## src/design/ddodo_pkg.sv

```systemverilog
// Shared widths, register codes and constants for the differential-drive odometry block.
`default_nettype none

package ddodo_pkg;

  localparam int ANGLE_W    = 32;
  localparam int STAMP_W    = 32;
  localparam int POS_W      = 32;
  localparam int HEAD_W     = 16;
  localparam int SPEED_W    = 32;
  localparam int RADIUS_W   = 16;
  localparam int INV_SEP_W  = 24;
  localparam int CFG_DATA_W = 24;
  localparam int CFG_IDX_W  = 1;

  typedef enum logic [CFG_IDX_W-1:0] {
    REG_WHEEL_RADIUS = 1'b0,
    REG_INV_SEP      = 1'b1
  } cfg_reg_e;

  localparam logic [RADIUS_W-1:0]  RADIUS_RESET  = 16'd2163;
  localparam logic [INV_SEP_W-1:0] INV_SEP_RESET = 24'd385506;

  // CORDIC start vector (limit inverse gain, Q1.30)
  localparam logic [31:0] START_GAIN = 32'd652032874;
  // 2^32 / (2 pi)
  localparam logic [31:0] RAD_TO_BAM = 32'd683565276;
  localparam logic [31:0] US_PER_S   = 32'd1000000;

  // atan(2^-i) as a 32-bit binary angle
  function automatic logic [31:0] atan_bam(input logic [4:0] idx);
    logic [31:0] v;
    unique case (idx)
      5'd0:  v = 32'd536870912;
      5'd1:  v = 32'd316933406;
      5'd2:  v = 32'd167458907;
      5'd3:  v = 32'd85004756;
      5'd4:  v = 32'd42667331;
      5'd5:  v = 32'd21354465;
      5'd6:  v = 32'd10679838;
      5'd7:  v = 32'd5340245;
      5'd8:  v = 32'd2670163;
      5'd9:  v = 32'd1335087;
      5'd10: v = 32'd667544;
      5'd11: v = 32'd333772;
      5'd12: v = 32'd166886;
      5'd13: v = 32'd83443;
      5'd14: v = 32'd41722;
      5'd15: v = 32'd20861;
      5'd16: v = 32'd10430;
      5'd17: v = 32'd5215;
      5'd18: v = 32'd2608;
      5'd19: v = 32'd1304;
      5'd20: v = 32'd652;
      5'd21: v = 32'd326;
      5'd22: v = 32'd163;
      5'd23: v = 32'd81;
      5'd24: v = 32'd41;
      5'd25: v = 32'd20;
      5'd26: v = 32'd10;
      5'd27: v = 32'd5;
      5'd28: v = 32'd3;
      5'd29: v = 32'd1;
      default: v = 32'd0;
    endcase
    return v;
  endfunction

endpackage

`default_nettype wire

```

## src/design/ddodo_if.sv

```systemverilog
// Request channel interfaces: wheel sample input and pose/velocity output.
`default_nettype none

interface ddodo_in_if;
  logic                                      valid;
  logic                                      ready;
  logic signed [ddodo_pkg::ANGLE_W-1:0]      left_wheel_angle;
  logic signed [ddodo_pkg::ANGLE_W-1:0]      right_wheel_angle;
  logic        [ddodo_pkg::STAMP_W-1:0]      timestamp_us;

  modport source(output valid, left_wheel_angle, right_wheel_angle, timestamp_us,
                 input ready);
  modport sink(input valid, left_wheel_angle, right_wheel_angle, timestamp_us,
               output ready);
endinterface

interface ddodo_out_if;
  logic                                      valid;
  logic                                      ready;
  logic signed [ddodo_pkg::POS_W-1:0]        x_position;
  logic signed [ddodo_pkg::POS_W-1:0]        y_position;
  logic        [ddodo_pkg::HEAD_W-1:0]       heading;
  logic signed [ddodo_pkg::SPEED_W-1:0]      linear_speed;
  logic signed [ddodo_pkg::SPEED_W-1:0]      turn_rate;

  modport source(output valid, x_position, y_position, heading, linear_speed, turn_rate,
                 input ready);
  modport sink(input valid, x_position, y_position, heading, linear_speed, turn_rate,
               output ready);
endinterface

`default_nettype wire

```

## src/design/ddodo_mul.sv

```systemverilog
// Unsigned radix-4 serial multiplier: two multiplier bits per cycle.
`default_nettype none

module ddodo_mul #(
  parameter int AW = 49,
  parameter int BW = 32
) (
  input  wire logic             clk_i,
  input  wire logic             rst_ni,
  input  wire logic             start_i,
  input  wire logic [AW-1:0]    a_i,
  input  wire logic [BW-1:0]    b_i,
  output logic                  done_o,
  output logic [AW+BW-1:0]      prod_o
);

  localparam int CNT_W = $clog2(BW/2 + 1);

  logic [AW-1:0]    a_q;
  logic [AW+BW-1:0] p_q, p_d;
  logic [CNT_W-1:0] cnt_q;
  logic             busy_q, done_q;
  logic [AW+1:0]    addend, top;

  always_comb begin
    addend = (p_q[0] ? (AW+2)'(a_q) : '0) + (p_q[1] ? (AW+2)'({a_q, 1'b0}) : '0);
    top    = (AW+2)'(p_q[AW+BW-1:BW]) + addend;
    p_d    = {top, p_q[BW-1:2]};
  end

  always_ff @(posedge clk_i or negedge rst_ni) begin
    if (!rst_ni) begin
      busy_q <= 1'b0;
      done_q <= 1'b0;
      cnt_q  <= '0;
    end else begin
      done_q <= 1'b0;
      if (start_i) begin
        busy_q <= 1'b1;
        cnt_q  <= CNT_W'(BW/2);
      end else if (busy_q) begin
        cnt_q <= cnt_q - 1'b1;
        if (cnt_q == CNT_W'(1)) begin
          busy_q <= 1'b0;
          done_q <= 1'b1;
        end
      end
    end
  end

  always_ff @(posedge clk_i) begin
    if (start_i) begin
      a_q <= a_i;
      p_q <= {{AW{1'b0}}, b_i};
    end else if (busy_q) begin
      p_q <= p_d;
    end
  end

  assign done_o = done_q;
  assign prod_o = p_q;

endmodule

`default_nettype wire

```

## src/design/ddodo_div.sv

```systemverilog
// Unsigned restoring divider, one quotient bit per cycle.
`default_nettype none

module ddodo_div #(
  parameter int NW = 52,
  parameter int DW = 31
) (
  input  wire logic          clk_i,
  input  wire logic          rst_ni,
  input  wire logic          start_i,
  input  wire logic [NW-1:0] num_i,
  input  wire logic [DW-1:0] den_i,
  output logic               done_o,
  output logic [NW-1:0]      quo_o
);

  localparam int CNT_W = $clog2(NW + 1);

  logic [DW-1:0]    den_q, rem_q, rem_d;
  logic [NW-1:0]    quo_q;
  logic [CNT_W-1:0] cnt_q;
  logic             busy_q, done_q, qbit;
  logic [DW:0]      r2;
  logic [DW+1:0]    diff;

  always_comb begin
    r2    = {rem_q, quo_q[NW-1]};
    diff  = {1'b0, r2} - {2'b00, den_q};
    qbit  = !diff[DW+1];
    rem_d = qbit ? diff[DW-1:0] : r2[DW-1:0];
  end

  always_ff @(posedge clk_i or negedge rst_ni) begin
    if (!rst_ni) begin
      busy_q <= 1'b0;
      done_q <= 1'b0;
      cnt_q  <= '0;
    end else begin
      done_q <= 1'b0;
      if (start_i) begin
        busy_q <= 1'b1;
        cnt_q  <= CNT_W'(NW);
      end else if (busy_q) begin
        cnt_q <= cnt_q - 1'b1;
        if (cnt_q == CNT_W'(1)) begin
          busy_q <= 1'b0;
          done_q <= 1'b1;
        end
      end
    end
  end

  always_ff @(posedge clk_i) begin
    if (start_i) begin
      den_q <= den_i;
      rem_q <= '0;
      quo_q <= num_i;
    end else if (busy_q) begin
      rem_q <= rem_d;
      quo_q <= {quo_q[NW-2:0], qbit};
    end
  end

  assign done_o = done_q;
  assign quo_o  = quo_q;

endmodule

`default_nettype wire

```

## src/design/diff_drive_odometry.sv

```systemverilog
// Differential-drive odometry top level: sequencer, CORDIC and pose state.
`default_nettype none

// Integrates wheel angle samples into a planar pose. Each request carries both
// absolute wheel angles and a microsecond stamp; a request whose stamp does not
// move forward (signed delta zero or negative) is taken and dropped with no
// result and no state change. Otherwise the block forms arc and heading change,
// rotates the heading, advances x/y by arc*cos/sin of the new heading, and
// returns pose plus speed (arc/dt) and turn rate (turn/dt), saturated.
// One item at a time: in_ch.ready is high only while idle. A kept request runs
// eight products through one radix-4 serial multiplier, the p1*inverse_separation
// product chained straight on from p1; CORDIC setup, rotations and quadrant map;
// the two restoring divides, run side by side; and posting the result on the way
// back to idle. A dropped request is taken while idle and leaves the block idle.
// A finished result waits in the output register while the next request is
// taken; if it is still waiting when the next one is done, the block stalls.
// The user must write the registers (cfg_we_i/cfg_index_i/cfg_data_i) only
// while idle; the block itself does not enforce it.
module diff_drive_odometry #(
  parameter int CORDIC_STEPS  = 16,
  parameter int FRACTION_BITS = 16
) (
  input  wire logic                             clk_i,
  input  wire logic                             rst_ni,
  input  wire logic                             cfg_we_i,
  input  wire logic [ddodo_pkg::CFG_IDX_W-1:0]  cfg_index_i,
  input  wire logic [ddodo_pkg::CFG_DATA_W-1:0] cfg_data_i,
  ddodo_in_if.sink                              in_ch,
  ddodo_out_if.source                           out_ch
);

  localparam int AW     = 49;        // multiplicand: up to |p1|
  localparam int BW     = 32;        // multiplier operand
  localparam int PW     = AW + BW;
  localparam int SW     = PW + 1;    // signed product
  localparam int NW     = 52;        // speed numerator
  localparam int DW     = 31;        // positive time delta
  localparam int STEP_W = $clog2(CORDIC_STEPS);
  localparam logic signed [SW-1:0] ONE = 1;

  typedef enum logic [4:0] {
    S_IDLE, S_L_ARC, S_W_ARC, S_L_P1, S_W_P1, S_W_TURN, S_L_BAM, S_W_BAM,
    S_C_INIT, S_CORDIC, S_C_MAP, S_L_X, S_W_X, S_L_Y, S_W_Y,
    S_L_LIN, S_W_LIN, S_L_RATE, S_W_RATE, S_L_DIV, S_W_DIV, S_OUT
  } state_e;

  state_e state_q;

  logic [ddodo_pkg::RADIUS_W-1:0]  rad_q;
  logic [ddodo_pkg::INV_SEP_W-1:0] isep_q;
  logic [31:0] prev_l_q, prev_r_q, stamp_q, pos_x_q, pos_y_q, head_q;
  logic signed [32:0] sum_q, dif_q;
  logic [DW-1:0] dt_q;
  logic signed [31:0] arc_q, turn_q;
  logic [1:0] quad_q;
  logic signed [33:0] cx_q, cy_q, cs_q, sn_q;
  logic signed [32:0] cz_q;
  logic [STEP_W-1:0] step_q;
  logic [NW-1:0] num_lin_q, num_rate_q;
  logic mul_neg_q, mul_neg_d;
  logic out_valid_q;
  logic out_load;
  logic signed [31:0] out_x_q, out_y_q, out_lin_q, out_rate_q;
  logic [15:0] out_head_q;

  // input side
  logic        in_acc, keep;
  logic [31:0] dtu, dl, dr;

  // multiplier
  logic          mul_start, mul_done;
  logic [AW-1:0] mul_a;
  logic [BW-1:0] mul_b;
  logic [PW-1:0] mul_prod;
  logic signed [SW-1:0] prod_s, rnd_arc, rnd_turn, rnd_bam, rnd_pos;
  logic [33:0] cs_mag, sn_mag;

  // divider
  logic          div_start, div_done_l, div_done_r;
  logic [NW-1:0] quo_l, quo_r;

  // CORDIC step
  logic signed [33:0] xs, ys, cx_d, cy_d, cs_d, sn_d;
  logic signed [32:0] at, cz_d;
  logic [31:0] z_init;
  logic [1:0]  quad_d;

  function automatic logic [31:0] sat32(input logic signed [SW-1:0] v);
    if (v > $signed(SW'(32'h7fff_ffff)))       return 32'h7fff_ffff;
    else if (v < -$signed(SW'(33'h0_8000_0000))) return 32'h8000_0000;
    else                                      return v[31:0];
  endfunction

  function automatic logic [31:0] abs32(input logic [31:0] v);
    return v[31] ? -v : v;
  endfunction

  function automatic logic [32:0] abs33(input logic [32:0] v);
    return v[32] ? -v : v;
  endfunction

  function automatic logic [33:0] abs34(input logic [33:0] v);
    return v[33] ? -v : v;
  endfunction

  // rounded quotient magnitude with sign, then saturation
  function automatic logic [31:0] speed_sat(input logic [NW-1:0] q, input logic neg);
    if (|q[NW-1:31]) return neg ? 32'h8000_0000 : 32'h7fff_ffff;
    else             return neg ? -q[31:0] : q[31:0];
  endfunction

  assign in_ch.ready = (state_q == S_IDLE);
  assign in_acc      = in_ch.valid && in_ch.ready;
  assign dtu         = in_ch.timestamp_us - stamp_q;
  assign keep        = (dtu != '0) && !dtu[31];
  assign dl          = in_ch.left_wheel_angle - prev_l_q;
  assign dr          = in_ch.right_wheel_angle - prev_r_q;
  assign out_load    = (state_q == S_OUT) && (!out_valid_q || out_ch.ready);
  assign cs_mag      = abs34(cs_q);
  assign sn_mag      = abs34(sn_q);

  // product in two's complement and the roundings taken from it
  always_comb begin
    prod_s   = mul_neg_q ? -$signed({1'b0, mul_prod}) : $signed({1'b0, mul_prod});
    rnd_arc  = (prod_s + (ONE <<< FRACTION_BITS)) >>> (FRACTION_BITS + 1);
    rnd_turn = (prod_s + (ONE <<< (2*FRACTION_BITS - 1))) >>> (2*FRACTION_BITS);
    rnd_bam  = (prod_s + (ONE <<< (FRACTION_BITS - 1))) >>> FRACTION_BITS;
    rnd_pos  = (prod_s + (ONE <<< 29)) >>> 30;
  end

  // multiplier launch: operands come from registers
  always_comb begin
    mul_start = 1'b0;
    mul_a     = '0;
    mul_b     = '0;
    mul_neg_d = mul_neg_q;
    case (state_q)
      S_L_ARC: begin
        mul_start = 1'b1;
        mul_a     = AW'(abs33(sum_q));
        mul_b     = BW'(rad_q);
        mul_neg_d = sum_q[32];
      end
      S_L_P1: begin
        mul_start = 1'b1;
        mul_a     = AW'(abs33(dif_q));
        mul_b     = BW'(rad_q);
        mul_neg_d = dif_q[32];
      end
      S_W_P1: begin
        // |p1| is the magnitude just produced; sign carries over
        mul_start = mul_done;
        mul_a     = mul_prod[AW-1:0];
        mul_b     = BW'(isep_q);
      end
      S_L_BAM: begin
        mul_start = 1'b1;
        mul_a     = AW'(abs32(turn_q));
        mul_b     = ddodo_pkg::RAD_TO_BAM;
        mul_neg_d = turn_q[31];
      end
      S_L_X: begin
        mul_start = 1'b1;
        mul_a     = AW'(abs32(arc_q));
        mul_b     = cs_mag[BW-1:0];
        mul_neg_d = arc_q[31] ^ cs_q[33];
      end
      S_L_Y: begin
        mul_start = 1'b1;
        mul_a     = AW'(abs32(arc_q));
        mul_b     = sn_mag[BW-1:0];
        mul_neg_d = arc_q[31] ^ sn_q[33];
      end
      S_L_LIN: begin
        mul_start = 1'b1;
        mul_a     = AW'(abs32(arc_q));
        mul_b     = ddodo_pkg::US_PER_S;
        mul_neg_d = 1'b0;
      end
      S_L_RATE: begin
        mul_start = 1'b1;
        mul_a     = AW'(abs32(turn_q));
        mul_b     = ddodo_pkg::US_PER_S;
        mul_neg_d = 1'b0;
      end
      default: ;
    endcase
  end

  assign div_start = (state_q == S_L_DIV);

  // CORDIC: one rotation per cycle, floor shifts
  always_comb begin
    xs = cx_q >>> step_q;
    ys = cy_q >>> step_q;
    at = $signed({1'b0, ddodo_pkg::atan_bam(5'(step_q))});
    if (!cz_q[32]) begin
      cx_d = cx_q - ys;
      cy_d = cy_q + xs;
      cz_d = cz_q - at;
    end else begin
      cx_d = cx_q + ys;
      cy_d = cy_q - xs;
      cz_d = cz_q + at;
    end
    // quarter-turn reduction into [-90, 0) degrees
    quad_d = 2'((head_q + 32'h4000_0000) >> 30);
    z_init = head_q - {quad_d, 30'b0};
    case (quad_q)
      2'd0:    begin cs_d = cx_q;  sn_d = cy_q;  end
      2'd1:    begin cs_d = -cy_q; sn_d = cx_q;  end
      2'd2:    begin cs_d = -cx_q; sn_d = -cy_q; end
      default: begin cs_d = cy_q;  sn_d = -cx_q; end
    endcase
  end

  // sequencer, configuration and output register
  always_ff @(posedge clk_i or negedge rst_ni) begin
    if (!rst_ni) begin
      state_q     <= S_IDLE;
      rad_q       <= ddodo_pkg::RADIUS_RESET;
      isep_q      <= ddodo_pkg::INV_SEP_RESET;
      prev_l_q    <= '0;
      prev_r_q    <= '0;
      stamp_q     <= '0;
      pos_x_q     <= '0;
      pos_y_q     <= '0;
      head_q      <= '0;
      out_valid_q <= 1'b0;
      mul_neg_q   <= 1'b0;
      step_q      <= '0;
    end else begin
      mul_neg_q <= mul_neg_d;

      if (cfg_we_i) begin
        unique case (ddodo_pkg::cfg_reg_e'(cfg_index_i))
          ddodo_pkg::REG_WHEEL_RADIUS: rad_q  <= cfg_data_i[ddodo_pkg::RADIUS_W-1:0];
          ddodo_pkg::REG_INV_SEP:      isep_q <= cfg_data_i;
          default: ;
        endcase
      end

      if (out_load) out_valid_q <= 1'b1;
      else if (out_valid_q && out_ch.ready) out_valid_q <= 1'b0;

      unique case (state_q)
        S_IDLE: begin
          if (in_acc && keep) begin
            prev_l_q <= in_ch.left_wheel_angle;
            prev_r_q <= in_ch.right_wheel_angle;
            stamp_q  <= in_ch.timestamp_us;
            dt_q     <= dtu[DW-1:0];
            sum_q    <= {dl[31], dl} + {dr[31], dr};
            dif_q    <= {dr[31], dr} - {dl[31], dl};
            state_q  <= S_L_ARC;
          end
        end
        S_L_ARC: state_q <= S_W_ARC;
        S_W_ARC: begin
          if (mul_done) begin
            arc_q   <= sat32(rnd_arc);
            state_q <= S_L_P1;
          end
        end
        S_L_P1: state_q <= S_W_P1;
        S_W_P1: if (mul_done) state_q <= S_W_TURN;
        S_W_TURN: begin
          if (mul_done) begin
            turn_q  <= sat32(rnd_turn);
            state_q <= S_L_BAM;
          end
        end
        S_L_BAM: state_q <= S_W_BAM;
        S_W_BAM: begin
          if (mul_done) begin
            head_q  <= head_q + rnd_bam[31:0];
            state_q <= S_C_INIT;
          end
        end
        S_C_INIT: begin
          quad_q  <= quad_d;
          cz_q    <= {z_init[31], z_init};
          cx_q    <= $signed({2'b00, ddodo_pkg::START_GAIN});
          cy_q    <= '0;
          step_q  <= '0;
          state_q <= S_CORDIC;
        end
        S_CORDIC: begin
          cx_q   <= cx_d;
          cy_q   <= cy_d;
          cz_q   <= cz_d;
          step_q <= step_q + 1'b1;
          if (step_q == STEP_W'(CORDIC_STEPS - 1)) state_q <= S_C_MAP;
        end
        S_C_MAP: begin
          cs_q    <= cs_d;
          sn_q    <= sn_d;
          state_q <= S_L_X;
        end
        S_L_X: state_q <= S_W_X;
        S_W_X: begin
          if (mul_done) begin
            pos_x_q <= pos_x_q + rnd_pos[31:0];
            state_q <= S_L_Y;
          end
        end
        S_L_Y: state_q <= S_W_Y;
        S_W_Y: begin
          if (mul_done) begin
            pos_y_q <= pos_y_q + rnd_pos[31:0];
            state_q <= S_L_LIN;
          end
        end
        S_L_LIN: state_q <= S_W_LIN;
        S_W_LIN: begin
          if (mul_done) begin
            // add half the divisor: rounds the magnitude to nearest
            num_lin_q <= mul_prod[NW-1:0] + NW'(dt_q >> 1);
            state_q   <= S_L_RATE;
          end
        end
        S_L_RATE: state_q <= S_W_RATE;
        S_W_RATE: begin
          if (mul_done) begin
            num_rate_q <= mul_prod[NW-1:0] + NW'(dt_q >> 1);
            state_q    <= S_L_DIV;
          end
        end
        S_L_DIV: state_q <= S_W_DIV;
        S_W_DIV: if (div_done_l && div_done_r) state_q <= S_OUT;
        S_OUT: begin
          // quotients hold until the next divide starts
          if (out_load) begin
            out_x_q     <= pos_x_q;
            out_y_q     <= pos_y_q;
            out_head_q  <= head_q[31:16];
            out_lin_q   <= speed_sat(quo_l, arc_q[31]);
            out_rate_q  <= speed_sat(quo_r, turn_q[31]);
            state_q     <= S_IDLE;
          end
        end
        default: state_q <= S_IDLE;
      endcase
    end
  end

  ddodo_mul #(.AW(AW), .BW(BW)) u_mul (
    .clk_i   (clk_i),
    .rst_ni  (rst_ni),
    .start_i (mul_start),
    .a_i     (mul_a),
    .b_i     (mul_b),
    .done_o  (mul_done),
    .prod_o  (mul_prod)
  );

  ddodo_div #(.NW(NW), .DW(DW)) u_div_lin (
    .clk_i   (clk_i),
    .rst_ni  (rst_ni),
    .start_i (div_start),
    .num_i   (num_lin_q),
    .den_i   (dt_q),
    .done_o  (div_done_l),
    .quo_o   (quo_l)
  );

  ddodo_div #(.NW(NW), .DW(DW)) u_div_rate (
    .clk_i   (clk_i),
    .rst_ni  (rst_ni),
    .start_i (div_start),
    .num_i   (num_rate_q),
    .den_i   (dt_q),
    .done_o  (div_done_r),
    .quo_o   (quo_r)
  );

  assign out_ch.valid        = out_valid_q;
  assign out_ch.x_position   = out_x_q;
  assign out_ch.y_position   = out_y_q;
  assign out_ch.heading      = out_head_q;
  assign out_ch.linear_speed = out_lin_q;
  assign out_ch.turn_rate    = out_rate_q;

endmodule

`default_nettype wire

```

## src/flat_wrapper.sv

```systemverilog
// flat-port wrapper written by rule: the top's interface ports become plain ports
module diff_drive_odometry_flat 
#(
  parameter int CORDIC_STEPS  = 16,
  parameter int FRACTION_BITS = 16
)
  (clk_i, rst_ni, cfg_we_i, cfg_index_i, cfg_data_i, in_ch_valid, in_ch_left_wheel_angle, in_ch_right_wheel_angle, in_ch_timestamp_us, in_ch_ready, out_ch_valid, out_ch_x_position, out_ch_y_position, out_ch_heading, out_ch_linear_speed, out_ch_turn_rate, out_ch_ready);
  ddodo_in_if in_ch_i ();
  ddodo_out_if out_ch_i ();
  input  wire logic clk_i;
  input  wire logic rst_ni;
  input  wire logic cfg_we_i;
  input  wire logic [ddodo_pkg::CFG_IDX_W-1:0] cfg_index_i;
  input  wire logic [ddodo_pkg::CFG_DATA_W-1:0] cfg_data_i;
  input wire logic [$bits(in_ch_i.valid)-1:0] in_ch_valid;
  input wire logic [$bits(in_ch_i.left_wheel_angle)-1:0] in_ch_left_wheel_angle;
  input wire logic [$bits(in_ch_i.right_wheel_angle)-1:0] in_ch_right_wheel_angle;
  input wire logic [$bits(in_ch_i.timestamp_us)-1:0] in_ch_timestamp_us;
  output wire logic [$bits(in_ch_i.ready)-1:0] in_ch_ready;
  output wire logic [$bits(out_ch_i.valid)-1:0] out_ch_valid;
  output wire logic [$bits(out_ch_i.x_position)-1:0] out_ch_x_position;
  output wire logic [$bits(out_ch_i.y_position)-1:0] out_ch_y_position;
  output wire logic [$bits(out_ch_i.heading)-1:0] out_ch_heading;
  output wire logic [$bits(out_ch_i.linear_speed)-1:0] out_ch_linear_speed;
  output wire logic [$bits(out_ch_i.turn_rate)-1:0] out_ch_turn_rate;
  input wire logic [$bits(out_ch_i.ready)-1:0] out_ch_ready;
  assign in_ch_i.valid = in_ch_valid;
  assign in_ch_i.left_wheel_angle = in_ch_left_wheel_angle;
  assign in_ch_i.right_wheel_angle = in_ch_right_wheel_angle;
  assign in_ch_i.timestamp_us = in_ch_timestamp_us;
  assign in_ch_ready = in_ch_i.ready;
  assign out_ch_valid = out_ch_i.valid;
  assign out_ch_x_position = out_ch_i.x_position;
  assign out_ch_y_position = out_ch_i.y_position;
  assign out_ch_heading = out_ch_i.heading;
  assign out_ch_linear_speed = out_ch_i.linear_speed;
  assign out_ch_turn_rate = out_ch_i.turn_rate;
  assign out_ch_i.ready = out_ch_ready;
  diff_drive_odometry #(.CORDIC_STEPS(CORDIC_STEPS), .FRACTION_BITS(FRACTION_BITS)) u_core (.clk_i(clk_i), .rst_ni(rst_ni), .cfg_we_i(cfg_we_i), .cfg_index_i(cfg_index_i), .cfg_data_i(cfg_data_i), .in_ch(in_ch_i), .out_ch(out_ch_i));
endmodule
```

## config.mk

```make
export PLATFORM = sky130hd
export DESIGN_NAME = diff_drive_odometry_flat
export DESIGN_NICKNAME = d
export VERILOG_FILES = /design/src/design/ddodo_pkg.sv /design/src/design/ddodo_if.sv /design/src/design/ddodo_mul.sv /design/src/design/ddodo_div.sv /design/src/design/diff_drive_odometry.sv /design/src/flat_wrapper.sv
export SDC_FILE = /design/constraint.sdc
export NUM_CORES = 2
export LEC_CHECK = 0
export BUFFER_PORTS_ARGS = -buffer_cell sky130_fd_sc_hd__buf_4
export CAP_MARGIN = 10
export CORE_MARGIN = 3
export CORE_UTILIZATION = 43
export DETAILED_ROUTE_END_ITERATION = 6
export GPL_TIMING_DRIVEN = 0
export PLACE_DENSITY = 0.6
export RECOVER_POWER = 100
export SLEW_MARGIN = 0
export SYNTH_ARGS = -nofsm -noshare
export SYNTH_HDL_FRONTEND = slang
export SYNTH_SLANG_ARGS = --single-unit
```

## constraint.sdc

```tcl
create_clock -name clk_i -period 10.2 [get_ports clk_i]
set_input_delay 3.06 -clock clk_i [delete_from_list [all_inputs] [get_ports clk_i]]
set_output_delay 3.06 -clock clk_i [all_outputs]
set_load 0.005 [all_outputs]
```

After elaboration in Yosys (flattened, before gate mapping) --
Memories as Yosys holds them, arrays and structs flattened. Cells that the tools add are included.
Cells by class: $lt $le $gt $ge 4, multiplexer cells 77, add/subtract/negate cells 40, bitwise gates (word level) 3, reductions and logical operators 43, equal/unequal tests 39, shifts and indexed selects 2
Operators with widths (number):
- $mux W32 | 14
- $pmux W49 S5 | 1
- $mux W52 | 4
- $pmux W34 S3 | 2
- $neg A32 Y32 | 6
- $pmux W32 S6 | 1
- $pmux W34 S2 | 2
- $sub A32 B32 Y32 | 4
- $pmux W5 S22 | 1
- $mux W33 | 3
- $add A32 B32 Y32 | 3
- $add A82 B18 Y82 const B | 1
- $add A82 B33 Y82 const B | 1
- $mux W82 | 1
- $neg A81 Y82 | 1
- $mux W5 | 14
- $add A34 B34 Y34 | 2
- $mux W34 | 2
- $neg A34 Y34 | 2
- $sshr A34 B4 Y34 | 2
- $sub A34 B34 Y34 | 2
- $neg A33 Y33 | 2
- $pmux W33 S2 | 1
- $sub A32 B31 Y33 | 2
- 53 further kinds | 134
Storage, ports and cells: bits in read-only memories 480, bits in registers 1173, input bits 126, memories kept 1, output and inout port bits 146
Memory list:
- (name not given) | depth 16, width 30, read ports 1, clocked after memory_dff 0, wr ports 0, RTL line ddodo_pkg.sv:33 | unique case (idx)

Logic depth before layout (Yosys ltp) --
depth after elaboration 6, gate-level depth with buffers 32, mapped depth without buffers 28

By module --
Synthesis repeated with hierarchy kept, for this count alone.
Unflattened totals: cell total of the unflattened synthesis 9605, area total of the unflattened synthesis 91237.5 um2
By module, submodules not included:
- diff_drive_odometry | sequential area each 23427.5 um2, area an instance 68328.0 um2, times used 1, cells an instance 7434
- ddodo_div | sequential area each 3313.2 um2, area an instance 6777.8 um2, times used 2, cells an instance 628
- ddodo_mul | sequential area each 3588.4 um2, area an instance 9354.0 um2, times used 1, cells an instance 915

Least setup slack after synthesis --
No wires, ideal clock.
path type input to register, from in out_ch_ready, to reg u_core.out_head_q[0] (netlist: u_core.out_ch.heading[0]) (enable), arrival time 9.274 ns, stages on the path 3, setup time 0.653 ns, setup slack 0.274 ns, required time 9.547 ns, path buffers 0, cell sequence nand2b_1 -> nand2_1 -> nor2_1
Between the ends: longest elaborated chain between the ends 3
RTL lines:
- from (decl) | RTL line flat_wrapper.sv:26 | input wire logic [$bits(out_ch_i.ready)-1:0] out_ch_ready;
- $logic_or A1 B1 Y1 | RTL line diff_drive_odometry.sv:118 | assign out_load = (state_q == S_OUT) && (!out_valid_q || out_ch.ready);
- $logic_and A1 B1 Y1 | RTL line diff_drive_odometry.sv:118
- $reduce_and A3 Y1 (no line)
- to (signal assigned) | RTL line diff_drive_odometry.sv:336 | out_head_q <= head_q[31:16];
- to (decl) | RTL line diff_drive_odometry.sv:64 | logic [15:0] out_head_q;
No other way between the ends. A chain may end at the register's enable or synchronous reset.

Final worst setup path --
from reg u_core.mul_neg_q, to reg u_core.arc_q[11], data pin
Between the ends: longest elaborated chain between the ends 4, elaborated cells on any way between the ends 5, classes of those cells add/sub: 1; order compare: 2; mux: 2
RTL lines:
- from (decl) | RTL line diff_drive_odometry.sv:60 | logic mul_neg_q, mul_neg_d;
- from (signal assigned) | RTL line diff_drive_odometry.sv:233 | mul_neg_q <= mul_neg_d;
- $mux W82 (*) | RTL line diff_drive_odometry.sv:124 | prod_s = mul_neg_q ? -$signed({1'b0, mul_prod}) : $signed({1'b0, mul_prod});
- $add A82 B18 Y82 (*) | RTL line diff_drive_odometry.sv:125 | rnd_arc = (prod_s + (ONE <<< FRACTION_BITS)) >>> (FRACTION_BITS + 1);
- $lt A65 B32 Y1 | RTL line diff_drive_odometry.sv:90 | else if (v < -$signed(SW'(33'h0_8000_0000))) return 32'h8000_0000;
- $mux W32 | RTL line diff_drive_odometry.sv:90
- to (signal assigned) | RTL line diff_drive_odometry.sv:261 | arc_q <= sat32(rnd_arc);
- to (decl) | RTL line diff_drive_odometry.sv:54 | logic signed [31:0] arc_q, turn_q;
Mark *: on every way between the ends. The rest lies on a longest branch, timed or not.

==> results summary <==
The run finished, with violations left. The checks that failed: DRC, capacitance limit, slew limit. The synthesized cell area is 0.0878 mm². The fraction of the yosys area taken by sequential cells is 37.3%. The worst slack on hold paths came out at 0.449 ns. On the final layout, the worst clock skew is 0.0602 ns.

The total half-perimeter wirelength after legalization and detailed placement came out at 255,000 µm. After clock tree synthesis, the clock-pin slew on the worst setup and hold paths is 0.06 ns. The detailed-route DRC error count is 7. The number of nets in the synthesized netlist is 10,400. The leading cell type in the layout, fill and taps excluded is sky130_fd_sc_hd__nand2_1. The static leakage power is roughly 39 nW.

The fraction of final layout cells with drive strength greater than 1 came out at 8.11%. The endpoint kind of the worst setup timing path is a register. The reported max-cap violation count came out at 9. The shortest clock period the worst path allows after layout is between 9 and 10 ns. The H-tree depth came out at 4. The worst stage delay on the critical path is 1.07 ns. The final total negative setup slack came out at 0 ns.

The final layout contains routed wiring with a total length of 320,000 µm. The number of antenna violations at the first check in global routing was 27. The highest net fanout along the worst path is 10.

The unique cell type count in the Yosys netlist came out at 107. Leaving out fill and tap cells, the most frequent cells in the layout are 1,199 x sky130_fd_sc_hd__nand2_1, 793 x sky130_fd_sc_hd__edfxtp_1, 748 x sky130_fd_sc_hd__nor2_1. The met1 layer usage reported by global route is roughly two fifths. After clock tree synthesis, the setup repair step added 0 buffers.

The largest net degree at the start of global routing is 95. Compared with the post-synthesis result, the final layout area differs by 12.0%. After synthesis the netlist holds a flip-flop and latch count of 1,170. The global placement routability congestion came out at 1.00. The core area is 0.203 mm².

The first-pass GRT wire length is between 400,000 and 500,000 µm. The detail-routed via count per cell is 5.99. The buffer depth of the longest clock path is 3.

The element type at the critical path start is a register. The final layout contains 10,900 nets. The maximum clock frequency came out at 0.102 GHz. From bottom edge to top edge, the die measures 458 µm.

In this run the power density over the cells is 117 mW/mm². The total overflow reported by the global router came out at 0. The total track usage is between 20% and 30%.

The CTS sink count is 1,170. The clock buffer count from CTS came out at between 100 and 150. The total internal power is 0.00867 W. met2 is the most crowded layer.

The routed wire length per instance came out at roughly 25 µm. The net switching power came out at 0.00288 W. The routed via count is between 70,000 and 80,000.

The post-synthesis average cell area came out at 9.04 µm². The library cell used as clock root buffer is sky130_fd_sc_hd__clkbuf_16. The synthesized design contains 793 enable-type register cells. The placement-stage worst setup slack came out at 0.101 ns.

The count of yosys warnings during synthesis is 0. The number of nets still failing antenna checks after routing came out at 0. Counting flops with an async set or reset pin after synthesis yields a share of 22.7%. The worst-case headroom to the max-slew limit is -300%. The iteration-0 DRC count of the detailed router is 8,113.

At the later pin of the worst-skew pair, clock insertion delay measures 0.86 ns. The number of top-level pins came out at 272. The floorplan has 165 rows. Combinational logic burns roughly 8.0% of the power. The standard cell with the maximum stage delay on the critical path is sky130_fd_sc_hd__o41ai_2. The tightest min-delay check is of the register to register type.

For this run, the detailed router's first-pass iteration total came to 7. The number of input and output port buffers inserted is around 270. For the worst setup path, the data required time is ~11 ns. The cell count after synthesis came out at 9,708.

The data arrival time at the worst-slack endpoint came out at 10.31 ns. The worst voltage drop across the vdd grid is 0.175 mV. The starting density of the core is 43.3%. The routing usage on met2 is a little under half. The count of cells resized by post-cts repair came out at 0.

The final-report setup violation count came out at 0. The via count of the first global-routing pass is 74,200. The critical path in this run is classified as register to register. The transition time at the pin with the least slew margin came out at 6.00 ns. The net switching share of the total power is 24.9%. The most used flip-flop cell after synthesis is sky130_fd_sc_hd__edfxtp_1. Setup repair after global routing left no endpoint under its margin. Among the stages of the critical path, the cell type that occurs most often is sky130_fd_sc_hd__clkbuf_2. The number of buffers added to fix hold violations after cts is 0.

The hold violation total from the final report is 0. The die outline width is 458 µm. The fraction of the cycle the final worst path needs came out at a little over nine tenths. The area of the die is ~0.21 mm².

The share of total power in the clock network is 46.6%. The smallest setup slack after layout is 0.417 ns. The number of pins with negative max-slew slack in the final report was 295.

TritonCTS built the clock tree. The share of total power dissipated in sequential elements is 45.4%. The met3 track utilization from global routing came out at roughly 4.4%.
stage by stage:
step	cell area, µm²	cells	total power [W]	util, %
after floorplan	87800	9708	0.00598	-
after global placement	93200	12700	0.00622	46.0
after detailed placement	93800	12700	0.00625	46.3
after CTS	98800	13000	0.0116	48.8
after global routing	98300	13000	0.0119	48.6
final	98300	13000	0.0115	48.6
layer usage:
metal | up-vias | routed length [µm]
met1 | 37800 | 136000
met3 | 633 | 22900
met2 | 3183 | 146000
met4 | 4 | 15400
li1 | 36000 | -
met5 | - | 27
cells in the mapped netlist, drive strengths merged (82+ instances only):
cell       n  area share, %
buf       84           0.46
a21o     120            1.0
mux2i    143            1.6
nor2b     92           0.66
or3      110           0.78
xor2     377            3.8
and3      92           0.66
ha       518            7.4
mux4      82            2.1
nand2b   110           0.78
xnor2    635            6.3
a21oi    658            3.8
dfrtp    250            7.1
nor4     104           0.79
clkbuf   395            1.7
a31oi    110           0.78
nand3    188            1.1
mux2      87            1.1
dfxtp    111            2.5
inv      510            2.2
o31ai     96           0.83
nor2     748            3.2
edfxtp   793             27
nand2   1200            5.1
nor3     247            1.4
o21ai    718            4.2
cell type report:
cell class | count | area, µm²
antenna | 7 | 17.5
inverter | 516 | 1940
buffer | 478 | 1870
sequential | 1170 | 32700
clock buffer | 172 | 3800
timing repair buffer | 315 | 2300
multi-input combinational | 7543 | 51200
fill | 19300 | 104000
tap | 2672 | 3340
clock inverter | 94 | 1200
cells by family after synthesis:
logic type	synth area share, %
AO/OA/AOI/OAI	17.3
multiplexers	4.85
adder cells (fa/ha/maj)	8.83
AND/OR/NAND/NOR	17.3
flip-flops	37.3
buffers and inverters	4.36
XOR/XNOR	10.1
power groups by stage:
stage / logic [W] / clock network [W] / registers [W]
finish: 0.000921 / 0.00538 / 0.00524
global route: 0.00103 / 0.00566 / 0.00525
global placement: 0.000889 / 0 / 0.00533
floorplan: 0.000678 / 0 / 0.00530
detailed placement: 0.000914 / 0 / 0.00534
CTS: 0.000921 / 0.00548 / 0.00524
path summary, 6_finish.rpt:
path	start	endpoint	slack, ns	cells past startpoint
worst max-delay path	u_core.mul_neg_q$_DFFE_PN0P_	u_core.arc_q[11]$_SDFFCE_PN1P_	0.42	25
max in group asynchronous	rst_ni	u_core.prev_r_q[11]$_DFFE_PN0P_	2.32	1
worst min-delay path	u_core.dt_q[9]$_DFFE_PP_	u_core.u_div_lin.den_q[9]$_DFFE_PP_	0.45	0
min in group asynchronous	rst_ni	u_core.u_div_lin.cnt_q[4]$_DFFE_PN0P_	4.40	1
worst min register to register	u_core.dt_q[9]$_DFFE_PP_	u_core.u_div_lin.den_q[9]$_DFFE_PP_	0.45	0
worst max register to register	u_core.mul_neg_q$_DFFE_PN0P_	u_core.arc_q[11]$_SDFFCE_PN1P_	0.42	25
flip-flops by register name (all words and copies together) (netlist names), 33 cells and up:
name	count
u_core.cz_q	33
u_core.cy_q	34
u_core.cs_q	33
u_core.sn_q	33
u_core.u_mul.prod_o	81
u_core.dif_q	33
u_core.num_lin_q	52
u_core.cx_q	34
u_core.u_div_rate.quo_o	52
u_core.u_div_lin.quo_o	52
u_core.u_mul.a_q	49
u_core.num_rate_q	52
worst max-delay path, delay by kind of cell, from the launching register on:
kind | cells | cell delay, ns
XOR/XNOR | 2 | 0.36
adder cells (fa/ha/maj) | 1 | 0.26
AND/OR/NAND/NOR | 10 | 3.00
flip-flops | 1 | 0.32
buffers and inverters | 9 | 4.18
AO/OA/AOI/OAI | 2 | 1.23
multiplexers | 1 | 0.11
(Power assumes the default switching activity.)
